File: config.mk
export PLATFORM = sky130hd
export DESIGN_NAME = bounded_byte_stream_fifo
export DESIGN_NICKNAME = d
export VERILOG_FILES = /design/src/rtl/bbf_pkg.sv /design/src/rtl/bounded_byte_stream_fifo.sv /design/src/rtl/bbf_ram.sv /design/src/rtl/bbf_front.sv /design/src/rtl/bbf_back.sv
export SDC_FILE = /design/constraint.sdc
export NUM_CORES = 1
export LEC_CHECK = 0
export BUFFER_PORTS_ARGS = -buffer_cell sky130_fd_sc_hd__buf_2
export CAP_MARGIN = 20
export CORE_ASPECT_RATIO = 0.6
export CORE_MARGIN = 2
export CORE_UTILIZATION = 60
export CTS_BUF_LIST = sky130_fd_sc_hd__clkbuf_4
export DETAILED_ROUTE_END_ITERATION = 16
export HOLD_SLACK_MARGIN = 0.1
export PLACE_DENSITY = 0.84
export SETUP_SLACK_MARGIN = 0.05
export SKIP_CTS_REPAIR_TIMING = 1
export SLEW_MARGIN = 20
export SYNTH_ARGS = -nofsm -noshare
export SYNTH_HDL_FRONTEND = slang
export SYNTH_SLANG_ARGS = --single-unit
File: constraint.sdc
create_clock -name clk -period 35 [get_ports clk]
set_input_delay 1.75 -clock clk [delete_from_list [all_inputs] [get_ports clk]]
set_output_delay 1.75 -clock clk [all_outputs]
set_load 0.02 [all_outputs]
File: src/rtl/bbf_pkg.sv
// Shared types and codes for the bounded byte FIFO.
package bbf_pkg;

  localparam int CNT_W  = 7;
  localparam int OP_W   = 3;
  localparam int BYTE_W = 8;
  localparam int TOT_W  = 64;

  localparam logic [OP_W-1:0] OP_WRITE = 3'd0;
  localparam logic [OP_W-1:0] OP_END   = 3'd1;
  localparam logic [OP_W-1:0] OP_PEEK  = 3'd2;
  localparam logic [OP_W-1:0] OP_POP   = 3'd3;
  localparam logic [OP_W-1:0] OP_READ  = 3'd4;

  typedef enum logic [2:0] {
    K_NONE,
    K_WRITE,
    K_END,
    K_PEEK,
    K_POP,
    K_READ
  } kind_t;

  typedef struct packed {
    kind_t             kind;
    logic [BYTE_W-1:0] data;
    logic [CNT_W-1:0]  length;
  } cmd_t;

  typedef struct packed {
    logic              byte_valid;
    logic [BYTE_W-1:0] out_byte;
    logic              last;
    logic              write_accepted;
    logic [CNT_W-1:0]  buffered_count;
    logic [CNT_W-1:0]  remaining_space;
    logic [TOT_W-1:0]  total_written;
    logic [TOT_W-1:0]  total_read;
    logic              input_closed;
    logic              end_of_stream;
  } res_t;

endpackage

File: src/rtl/bounded_byte_stream_fifo.sv
// Top level of the bounded byte FIFO: front-end command queue plus execution back end.
//
// Usage:
//   Input channel (in_valid / in_stall) carries one operation per transfer:
//   write byte, end input, peek, pop or read, with its byte and length.
//   Result channel (out_valid / out_stall) returns one status transfer per
//   operation, or one transfer per delivered byte for a peek or read of
//   n > 0 bytes; out_last marks the final transfer of each operation.
//   cfg_valid / cfg_ready writes the capacity register (ready is always high);
//   write it only while the block is idle.
// Pipeline and throughput:
//   A single-result operation passes a queue slot, then the result register; a peek
//   or read passes a queue slot and the burst state, and each byte the RAM read
//   register and then the result register. While out_stall is low, single-result
//   ops sustain one per cycle; a burst holds the back end, one RAM byte per cycle.
// Reset (rst_n low, synchronous): buffer empty, input open, totals zero,
//   capacity 64. Stored bytes are not cleared.
// Stall: a stalled result holds; the two-entry command queue keeps taking
//   input until it fills, then in_stall rises.
module bounded_byte_stream_fifo #(
  parameter int DEPTH = 64
) (
  input  logic         clk,
  input  logic         rst_n,
  input  logic         in_valid,
  output logic         in_stall,
  input  logic [2:0]   in_operation,
  input  logic [7:0]   in_data_byte,
  input  logic [6:0]   in_length,
  output logic         out_valid,
  input  logic         out_stall,
  output logic         out_byte_valid,
  output logic [7:0]   out_byte,
  output logic         out_last,
  output logic         out_write_accepted,
  output logic [6:0]   out_buffered_count,
  output logic [6:0]   out_remaining_space,
  output logic [63:0]  out_total_written,
  output logic [63:0]  out_total_read,
  output logic         out_input_closed,
  output logic         out_end_of_stream,
  input  logic         cfg_valid,
  output logic         cfg_ready,
  input  logic [6:0]   cfg_capacity
);

  logic          q_valid;
  logic          q_pop;
  bbf_pkg::cmd_t q_cmd;
  bbf_pkg::res_t res;

  assign cfg_ready = 1'b1;

  bbf_front u_front (
    .clk          (clk),
    .rst_n        (rst_n),
    .in_valid     (in_valid),
    .in_stall     (in_stall),
    .in_operation (in_operation),
    .in_data_byte (in_data_byte),
    .in_length    (in_length),
    .q_valid      (q_valid),
    .q_cmd        (q_cmd),
    .q_pop        (q_pop)
  );

  bbf_back #(
    .DEPTH (DEPTH)
  ) u_back (
    .clk          (clk),
    .rst_n        (rst_n),
    .cfg_we       (cfg_valid && cfg_ready),
    .cfg_capacity (cfg_capacity),
    .q_valid      (q_valid),
    .q_cmd        (q_cmd),
    .q_pop        (q_pop),
    .res_valid    (out_valid),
    .res          (res),
    .res_stall    (out_stall)
  );

  assign out_byte_valid      = res.byte_valid;
  assign out_byte            = res.out_byte;
  assign out_last            = res.last;
  assign out_write_accepted  = res.write_accepted;
  assign out_buffered_count  = res.buffered_count;
  assign out_remaining_space = res.remaining_space;
  assign out_total_written   = res.total_written;
  assign out_total_read      = res.total_read;
  assign out_input_closed    = res.input_closed;
  assign out_end_of_stream   = res.end_of_stream;

endmodule

File: src/rtl/bbf_ram.sv
// Generic single-port-write, single-port-read RAM with registered read data.
module bbf_ram #(
  parameter int WIDTH = 8,
  parameter int DEPTH = 64
) (
  input  logic                     clk,
  input  logic                     we,
  input  logic [$clog2(DEPTH)-1:0] waddr,
  input  logic [WIDTH-1:0]         wdata,
  input  logic                     re,
  input  logic [$clog2(DEPTH)-1:0] raddr,
  output logic [WIDTH-1:0]         rdata
);

  logic [WIDTH-1:0] mem [DEPTH];

  always_ff @(posedge clk) begin
    if (we) begin
      mem[waddr] <= wdata;
    end
  end

  always_ff @(posedge clk) begin
    if (re) begin
      rdata <= mem[raddr];
    end
  end

endmodule

File: src/rtl/bbf_front.sv
// Front end: accepts input items, decodes the operation, queues commands.
module bbf_front (
  input  logic                         clk,
  input  logic                         rst_n,
  input  logic                         in_valid,
  output logic                         in_stall,
  input  logic [bbf_pkg::OP_W-1:0]     in_operation,
  input  logic [bbf_pkg::BYTE_W-1:0]   in_data_byte,
  input  logic [bbf_pkg::CNT_W-1:0]    in_length,
  output logic                         q_valid,
  output bbf_pkg::cmd_t                q_cmd,
  input  logic                         q_pop
);

  bbf_pkg::cmd_t slot_r [2];
  logic          wr_ptr_r, wr_ptr_nxt;
  logic          rd_ptr_r, rd_ptr_nxt;
  logic [1:0]    cnt_r, cnt_nxt;
  logic          push;
  bbf_pkg::cmd_t cmd_in;

  always_comb begin
    cmd_in.data   = in_data_byte;
    cmd_in.length = in_length;
    unique case (in_operation)
      bbf_pkg::OP_WRITE: cmd_in.kind = bbf_pkg::K_WRITE;
      bbf_pkg::OP_END:   cmd_in.kind = bbf_pkg::K_END;
      bbf_pkg::OP_PEEK:  cmd_in.kind = bbf_pkg::K_PEEK;
      bbf_pkg::OP_POP:   cmd_in.kind = bbf_pkg::K_POP;
      bbf_pkg::OP_READ:  cmd_in.kind = bbf_pkg::K_READ;
      default:           cmd_in.kind = bbf_pkg::K_NONE;
    endcase
  end

  assign in_stall = (cnt_r == 2'd2);
  assign push     = in_valid && !in_stall;
  assign q_valid  = (cnt_r != 2'd0);
  assign q_cmd    = slot_r[rd_ptr_r];

  always_comb begin
    wr_ptr_nxt = push  ? ~wr_ptr_r : wr_ptr_r;
    rd_ptr_nxt = q_pop ? ~rd_ptr_r : rd_ptr_r;
    cnt_nxt    = cnt_r + {1'b0, push} - {1'b0, q_pop};
  end

  always_ff @(posedge clk) begin
    if (!rst_n) begin
      wr_ptr_r <= 1'b0;
      rd_ptr_r <= 1'b0;
      cnt_r    <= 2'd0;
    end else begin
      wr_ptr_r <= wr_ptr_nxt;
      rd_ptr_r <= rd_ptr_nxt;
      cnt_r    <= cnt_nxt;
    end
  end

  always_ff @(posedge clk) begin
    if (push) begin
      slot_r[wr_ptr_r] <= cmd_in;
    end
  end

endmodule

File: src/rtl/bbf_back.sv
// Back end: owns the FIFO state, executes commands and drives the result register.
module bbf_back #(
  parameter int DEPTH = 64
) (
  input  logic                       clk,
  input  logic                       rst_n,
  input  logic                       cfg_we,
  input  logic [bbf_pkg::CNT_W-1:0]  cfg_capacity,
  input  logic                       q_valid,
  input  bbf_pkg::cmd_t              q_cmd,
  output logic                       q_pop,
  output logic                       res_valid,
  output bbf_pkg::res_t              res,
  input  logic                       res_stall
);

  localparam int AW = $clog2(DEPTH);
  localparam int SW = AW + 1;
  localparam int CW = bbf_pkg::CNT_W;
  localparam int TW = bbf_pkg::TOT_W;
  localparam logic [CW-1:0] DEPTH_C = CW'(DEPTH);

  typedef enum logic [1:0] {
    S_IDLE  = 2'b01,
    S_BURST = 2'b10
  } state_t;

  state_t         st_r, st_nxt;
  logic [CW-1:0]  cap_r, cap_eff;
  logic [AW-1:0]  head_r, head_nxt;
  logic [CW-1:0]  held_r, held_nxt;
  logic           closed_r, closed_nxt;
  logic [TW-1:0]  wtot_r, wtot_nxt;
  logic [TW-1:0]  rtot_r, rtot_nxt;
  logic [AW-1:0]  rd_ptr_r, rd_ptr_nxt;
  logic [CW-1:0]  rem_r, rem_nxt;
  logic           p_r, p_nxt;
  logic           p_last_r, p_last_nxt;
  logic           o_valid_r, o_valid_nxt;
  bbf_pkg::res_t  o_res_r, o_res_nxt;
  logic           o_load;

  logic           o_free, cmd_go, burst_cmd, wr_ok, p_take, issue;
  logic [CW-1:0]  n;
  logic [AW-1:0]  tail;
  logic           mem_we;
  logic [7:0]     rdata;

  function automatic logic [AW-1:0] wrap(input logic [SW-1:0] s);
    logic [SW-1:0] d;
    d = s - SW'(DEPTH);
    return (s >= SW'(DEPTH)) ? d[AW-1:0] : s[AW-1:0];
  endfunction

  function automatic bbf_pkg::res_t status(input logic [CW-1:0] held,
                                           input logic          closed,
                                           input logic [TW-1:0] wt,
                                           input logic [TW-1:0] rt,
                                           input logic [CW-1:0] cap);
    bbf_pkg::res_t r;
    r                 = '0;
    r.buffered_count  = held;
    r.remaining_space = (cap > held) ? cap - held : '0;
    r.total_written   = wt;
    r.total_read      = rt;
    r.input_closed    = closed;
    r.end_of_stream   = closed && (held == '0);
    return r;
  endfunction

  assign cap_eff   = (cap_r > DEPTH_C) ? DEPTH_C : cap_r;
  assign o_free    = !o_valid_r || !res_stall;
  assign n         = (q_cmd.length < held_r) ? q_cmd.length : held_r;
  assign burst_cmd = (q_cmd.kind == bbf_pkg::K_PEEK || q_cmd.kind == bbf_pkg::K_READ)
                     && (n != '0);
  assign cmd_go    = q_valid && (st_r == S_IDLE) && (o_free || burst_cmd);
  assign q_pop     = cmd_go;
  assign wr_ok     = !closed_r && (held_r < cap_eff);
  assign tail      = wrap(SW'(head_r) + held_r[SW-1:0]);
  assign mem_we    = cmd_go && (q_cmd.kind == bbf_pkg::K_WRITE) && wr_ok;
  assign p_take    = p_r && o_free;
  assign issue     = (st_r == S_BURST) && (rem_r != '0) && (!p_r || p_take);

  always_comb begin
    st_nxt      = st_r;
    head_nxt    = head_r;
    held_nxt    = held_r;
    closed_nxt  = closed_r;
    wtot_nxt    = wtot_r;
    rtot_nxt    = rtot_r;
    rd_ptr_nxt  = rd_ptr_r;
    rem_nxt     = rem_r;
    p_nxt       = p_r;
    p_last_nxt  = p_last_r;
    o_load      = 1'b0;
    o_res_nxt   = o_res_r;

    unique case (st_r)
      S_IDLE: begin
        if (cmd_go) begin
          case (q_cmd.kind)
            bbf_pkg::K_WRITE: begin
              if (wr_ok) begin
                held_nxt = held_r + CW'(1);
                wtot_nxt = wtot_r + TW'(1);
              end
            end
            bbf_pkg::K_END: closed_nxt = 1'b1;
            default: ;
          endcase
          // pop and read commit their removal up front; status shows the end state
          if (q_cmd.kind == bbf_pkg::K_POP || q_cmd.kind == bbf_pkg::K_READ) begin
            head_nxt = wrap(SW'(head_r) + n[SW-1:0]);
            held_nxt = held_r - n;
            rtot_nxt = rtot_r + TW'(n);
          end
          if (burst_cmd) begin
            st_nxt     = S_BURST;
            rd_ptr_nxt = head_r;
            rem_nxt    = n;
          end else begin
            o_load                   = 1'b1;
            o_res_nxt                = status(held_nxt, closed_nxt, wtot_nxt, rtot_nxt,
                                              cap_eff);
            o_res_nxt.last           = 1'b1;
            o_res_nxt.write_accepted = (q_cmd.kind == bbf_pkg::K_WRITE) && wr_ok;
          end
        end
      end
      S_BURST: begin
        if (p_take) begin
          o_load               = 1'b1;
          o_res_nxt            = status(held_r, closed_r, wtot_r, rtot_r, cap_eff);
          o_res_nxt.byte_valid = 1'b1;
          o_res_nxt.out_byte   = rdata;
          o_res_nxt.last       = p_last_r;
          p_nxt                = 1'b0;
          if (p_last_r) begin
            st_nxt = S_IDLE;
          end
        end
        if (issue) begin
          rd_ptr_nxt = (rd_ptr_r == AW'(DEPTH - 1)) ? '0 : rd_ptr_r + AW'(1);
          rem_nxt    = rem_r - CW'(1);
          p_nxt      = 1'b1;
          p_last_nxt = (rem_r == CW'(1));
        end
      end
      default: st_nxt = S_IDLE;
    endcase

    if (o_load) begin
      o_valid_nxt = 1'b1;
    end else if (!res_stall) begin
      o_valid_nxt = 1'b0;
    end else begin
      o_valid_nxt = o_valid_r;
    end
  end

  bbf_ram #(
    .WIDTH (8),
    .DEPTH (DEPTH)
  ) u_ram (
    .clk   (clk),
    .we    (mem_we),
    .waddr (tail),
    .wdata (q_cmd.data),
    .re    (issue),
    .raddr (rd_ptr_r),
    .rdata (rdata)
  );

  always_ff @(posedge clk) begin
    if (!rst_n) begin
      st_r      <= S_IDLE;
      cap_r     <= CW'(64);
      head_r    <= '0;
      held_r    <= '0;
      closed_r  <= 1'b0;
      wtot_r    <= '0;
      rtot_r    <= '0;
      rem_r     <= '0;
      p_r       <= 1'b0;
      o_valid_r <= 1'b0;
    end else begin
      st_r      <= st_nxt;
      if (cfg_we) begin
        cap_r <= cfg_capacity;
      end
      head_r    <= head_nxt;
      held_r    <= held_nxt;
      closed_r  <= closed_nxt;
      wtot_r    <= wtot_nxt;
      rtot_r    <= rtot_nxt;
      rem_r     <= rem_nxt;
      p_r       <= p_nxt;
      o_valid_r <= o_valid_nxt;
    end
  end

  always_ff @(posedge clk) begin
    rd_ptr_r <= rd_ptr_nxt;
    p_last_r <= p_last_nxt;
    o_res_r  <= o_res_nxt;
  end

  assign res_valid = o_valid_r;
  assign res       = o_res_r;

  a_held_bound: assert property (@(posedge clk) disable iff (!rst_n)
    held_r <= DEPTH_C)
    else $error("held count above depth");

  a_idle_no_pending: assert property (@(posedge clk) disable iff (!rst_n)
    st_r == S_IDLE |-> !p_r)
    else $error("read data pending outside a burst");

  a_last_drained: assert property (@(posedge clk) disable iff (!rst_n)
    (p_take && p_last_r) |-> rem_r == '0)
    else $error("last byte sent with reads outstanding");

  a_write_grows: assert property (@(posedge clk) disable iff (!rst_n)
    mem_we |=> held_r == $past(held_r) + CW'(1))
    else $error("stored write did not grow the count");

endmodule

==> flow_metrics.py <==
metrics = {
    "min_path": {
        "min-delay-start": "u_back.rtot_r[5]",
        "class_of_the_tightest_hold_or_removal_check": "reg2reg",
    },
    "final_layout": {
        "final_cell_mix": "sky130_fd_sc_hd__edfxtp_1 (718), sky130_fd_sc_hd__clkbuf_4 (309), sky130_fd_sc_hd__nand2_1 (202)",
        "synthToLayoutAreaGrowth_pct": 11.23,
        "fill_cells": 4303,
        "layout.cells.most_common": "sky130_fd_sc_hd__edfxtp_1",
        "finalCoreUtilization": 0.6717,
        "drive_gt1_frac": 0.2497,
        "num-nets-final": 3018,
    },
    "global_routing": {
        "grt_pass1_vias": 23980,
        "grt_util_met1": 0.4362,
        "grt_antenna_before_repair": 7,
        "globalRouteMet2Util": 0.4038,
        "groute.layer.met3.usage": 0.08143,
        "grt_remaining_overflow": 0,
        "grt_first_pass_wirelength_um": 143600,
        "global_route.usage.total": 0.2838,
        "maximum_number_of_pins_on_one_net_before_global_route_repair": 111,
        "gr-max-usage-layer": "met1",
    },
    "detailed_routing": {
        "drt_pre_antenna_iters": 7,
        "detail_route.wl_per_cell_um": 23.98,
        "finalWirelength_um": 94650,
        "post_drt_via_cell_ratio": 6.236,
        "antenna_left": 0,
        "violation_count_after_the_first_detailed_routing_iteration": 3510,
        "num_vias": 24610,
        "drt_drc_violations_left": 0,
    },
    "sta": {
        "timing.setup.tns_ns": 0,
        "fmax_ghz": 0.1419,
        "tcrit_tclk_final": 0.2014,
        "worst_max_slew_margin_expressed_relative_to_the_limit": 0.2379,
        "final-setup-viol-count": 0,
        "worst_clock_skew_ns": 0.1023,
        "final-hold-violation-count": 0,
        "slew_violations": 0,
        "finalWorstPathRequiredPeriod_ns": 7.048,
        "max_slew.worst_pin.slew_ns": 1.143,
        "rsz_0062_raised_after_global_routing": "no",
    },
    "floorplan": {
        "core_area_um2": 64140,
        "top_level_ports": 188,
        "initial_core_util": 0.6039,
        "floorplan.die.height_um": 200.8,
        "die_width_um": 332.0,
        "placement_rows": 72,
        "design.die.area_um2": 66670,
    },
    "placed_design": {
        "place_hpwl_um": 62710,
        "io_buffer_count": 186,
        "gp_congestion": 0.9429,
    },
    "setup_path": {
        "worst-r2r-setup-slack_ns": 27.95,
        "cp_launch_type": "flip-flop",
        "worstPathMaxFanout": 20,
        "cp.required_ns": 35.69,
        "criticalPathCategory": "reg2reg",
        "crit_path_end_kind": "flip-flop",
        "critPathArrivalTime_ns": 7.74,
    },
    "synthesis": {
        "synth-warning-count": 0,
        "netlist-cell-type-count": 86,
        "syn-mean-instance-area_um2": 14.62,
        "ys_seq_elements": 883,
        "syn-cell-area_um2": 38730,
        "number_of_enable_type_register_cells_in_the_synthesized_netlist": 718,
        "seq_area_frac_synth": 0.6419,
        "postSynth.topFlopCell": "sky130_fd_sc_hd__edfxtp_1",
        "asyncSetResetFlopFracSynth": 0,
        "postSynthNetCount": 2734,
        "postSynthCellCount": 2650,
    },
    "pwr": {
        "static-leakage-power_nw": 15.21,
        "vdd_drop_max_v": 0.00006329,
        "pwr_density_cell_nw_per_um2": 78.86,
    },
    "clock_network": {
        "h-tree-depth": 4,
        "insertion_delay_of_the_later_clocked_pin_in_the_worst_skew_pair_ns": 1.02,
        "clock_path_buffers": 3,
        "clock_tree.root_cell": "sky130_fd_sc_hd__clkbuf_4",
        "tritoncts": "yes",
        "cts.sinks": 883,
        "cts_inserted_buffers": 194,
        "worst_setup_hold_path_clk_slew_ns": 0.07,
    },
    "run_status": {
        "status": "finished clean",
    },
    "job": {
        "timing.max_cap.violations": 0,
    },
}
[worst max-delay path, stage by stage (launching register included)]
cell	delay, ns
sky130_fd_sc_hd__dfxtp_1	1.01
sky130_fd_sc_hd__mux2i_1	0.60
sky130_fd_sc_hd__inv_1	0.17
sky130_fd_sc_hd__ha_1	0.31
sky130_fd_sc_hd__o21a_1	0.11
sky130_fd_sc_hd__nor2_1	0.28
sky130_fd_sc_hd__o21ai_2	0.22
sky130_fd_sc_hd__o21ai_0	0.60
sky130_fd_sc_hd__ha_1	0.31
sky130_fd_sc_hd__inv_1	0.08
sky130_fd_sc_hd__ha_1	0.21
sky130_fd_sc_hd__a21oi_1	0.19
sky130_fd_sc_hd__nand2_1	0.08
sky130_fd_sc_hd__o2111a_1	0.17
sky130_fd_sc_hd__o21ai_0	0.36
sky130_fd_sc_hd__nand2b_1	0.10
sky130_fd_sc_hd__a21oi_1	0.21
sky130_fd_sc_hd__xnor2_1	0.10
sky130_fd_sc_hd__mux2i_1	0.21
sky130_fd_sc_hd__inv_1	0.13
sky130_fd_sc_hd__ha_1	0.35
sky130_fd_sc_hd__nor2_1	0.15
sky130_fd_sc_hd__nor4b_1	0.08
sky130_fd_sc_hd__a21oi_1	0.37
sky130_fd_sc_hd__nor2_2	0.12
sky130_fd_sc_hd__a22o_1	0.25
[kinds of logic (layout without fill, tap and decap cells)]
family,after synthesis,after routing,synth area share
flip-flops,883,883,0.6419
AND/OR/NAND/NOR,836,836,0.1118
XOR/XNOR,255,255,0.05786
AO/OA/AOI/OAI,234,234,0.04141
multiplexers,209,209,0.1091
buffers and inverters,171,609,0.01783
adder cells (fa/ha/maj),61,61,0.01990
other,1,9,0.00009682
[report_power, final]
group          switching (W)  leakage (nW)  internal, W
Clock               0.000406          1.54     0.000423
Combinational       0.000746          5.74     0.000395
Sequential         0.0000634          7.93      0.00136
Total                0.00121          15.2      0.00218
[cells in the mapped netlist (51+ instances only)]
master | number | area share
sky130_fd_sc_hd__and2_1 | 117 | 0.019
sky130_fd_sc_hd__clkbuf_1 | 84 | 0.0081
sky130_fd_sc_hd__dfxtp_1 | 165 | 0.085
sky130_fd_sc_hd__edfxtp_1 | 718 | 0.56
sky130_fd_sc_hd__ha_1 | 51 | 0.016
sky130_fd_sc_hd__mux4_2 | 168 | 0.098
sky130_fd_sc_hd__nand2_1 | 202 | 0.020
sky130_fd_sc_hd__nand3_1 | 82 | 0.011
sky130_fd_sc_hd__nand4_1 | 53 | 0.0086
sky130_fd_sc_hd__nor2_1 | 169 | 0.016
sky130_fd_sc_hd__o21ai_0 | 58 | 0.0075
sky130_fd_sc_hd__xnor2_1 | 165 | 0.037
sky130_fd_sc_hd__xor2_1 | 89 | 0.020
[through the flow]
stage / hold slack, ns / setup WS (ns) / std cells / total power (W) / area, um2
floorplan: 0.4446 / 19.82 / 2650 / 0.002256 / 38730
global placement: 0.4662 / 28.32 / 3588 / 0.002528 / 40430
detailed placement: 0.4931 / 28.16 / 3588 / 0.002568 / 40430
CTS: 0.5049 / 28.11 / 3938 / 0.003393 / 43030
global route: 0.5209 / 27.42 / 3945 / 0.003538 / 43080
finish: 0.5023 / 27.95 / 3947 / 0.003397 / 43080
[cell type report]
cell class              count  area [um2]  share of cell area
diodes                      8       20.02           0.0004647
clock buffers             309        2320             0.05385
clock inverters            41       281.5            0.006535
inverters                  45       168.9            0.003921
multi-input cells        1596       13210              0.3066
flip-flops and latches    883       24860              0.5771
well taps                 851        1065             0.02472
repair buffers            214        1154             0.02678
[path summary, 6_finish.rpt]
check | endpoint | depth (start not counted)
setup / recovery | u_back.res[131] | 25
hold / removal | u_back.rtot_r[5] | 2
hold reg to reg | u_back.rtot_r[5] | 2
setup reg to reg | u_back.res[131] | 25
[registers in the layout (all words and copies together) (netlist names), 2 cells and up, named ones only]
signal	count
u_front.cnt_r	2
u_back.wtot_r	64
u_back.rtot_r	64
u_back.st_r	2
u_back.rd_ptr_r	6
u_back.rem_r	7
u_back.u_ram.mem	512
u_front.slot_r	36
u_back.head_r	6
u_back.res	155
u_back.held_r	7
u_back.u_ram.rdata	8
u_back.cap_r	7
[routing by layer]
metal / wire (um) / part of all wire
met3: 11840 / 0.13
met4: 1400 / 0.015
met5: 0 / 0
met2: 41300 / 0.44
met1: 40110 / 0.42
No activity file was read; power rests on OpenSTA's default activity.
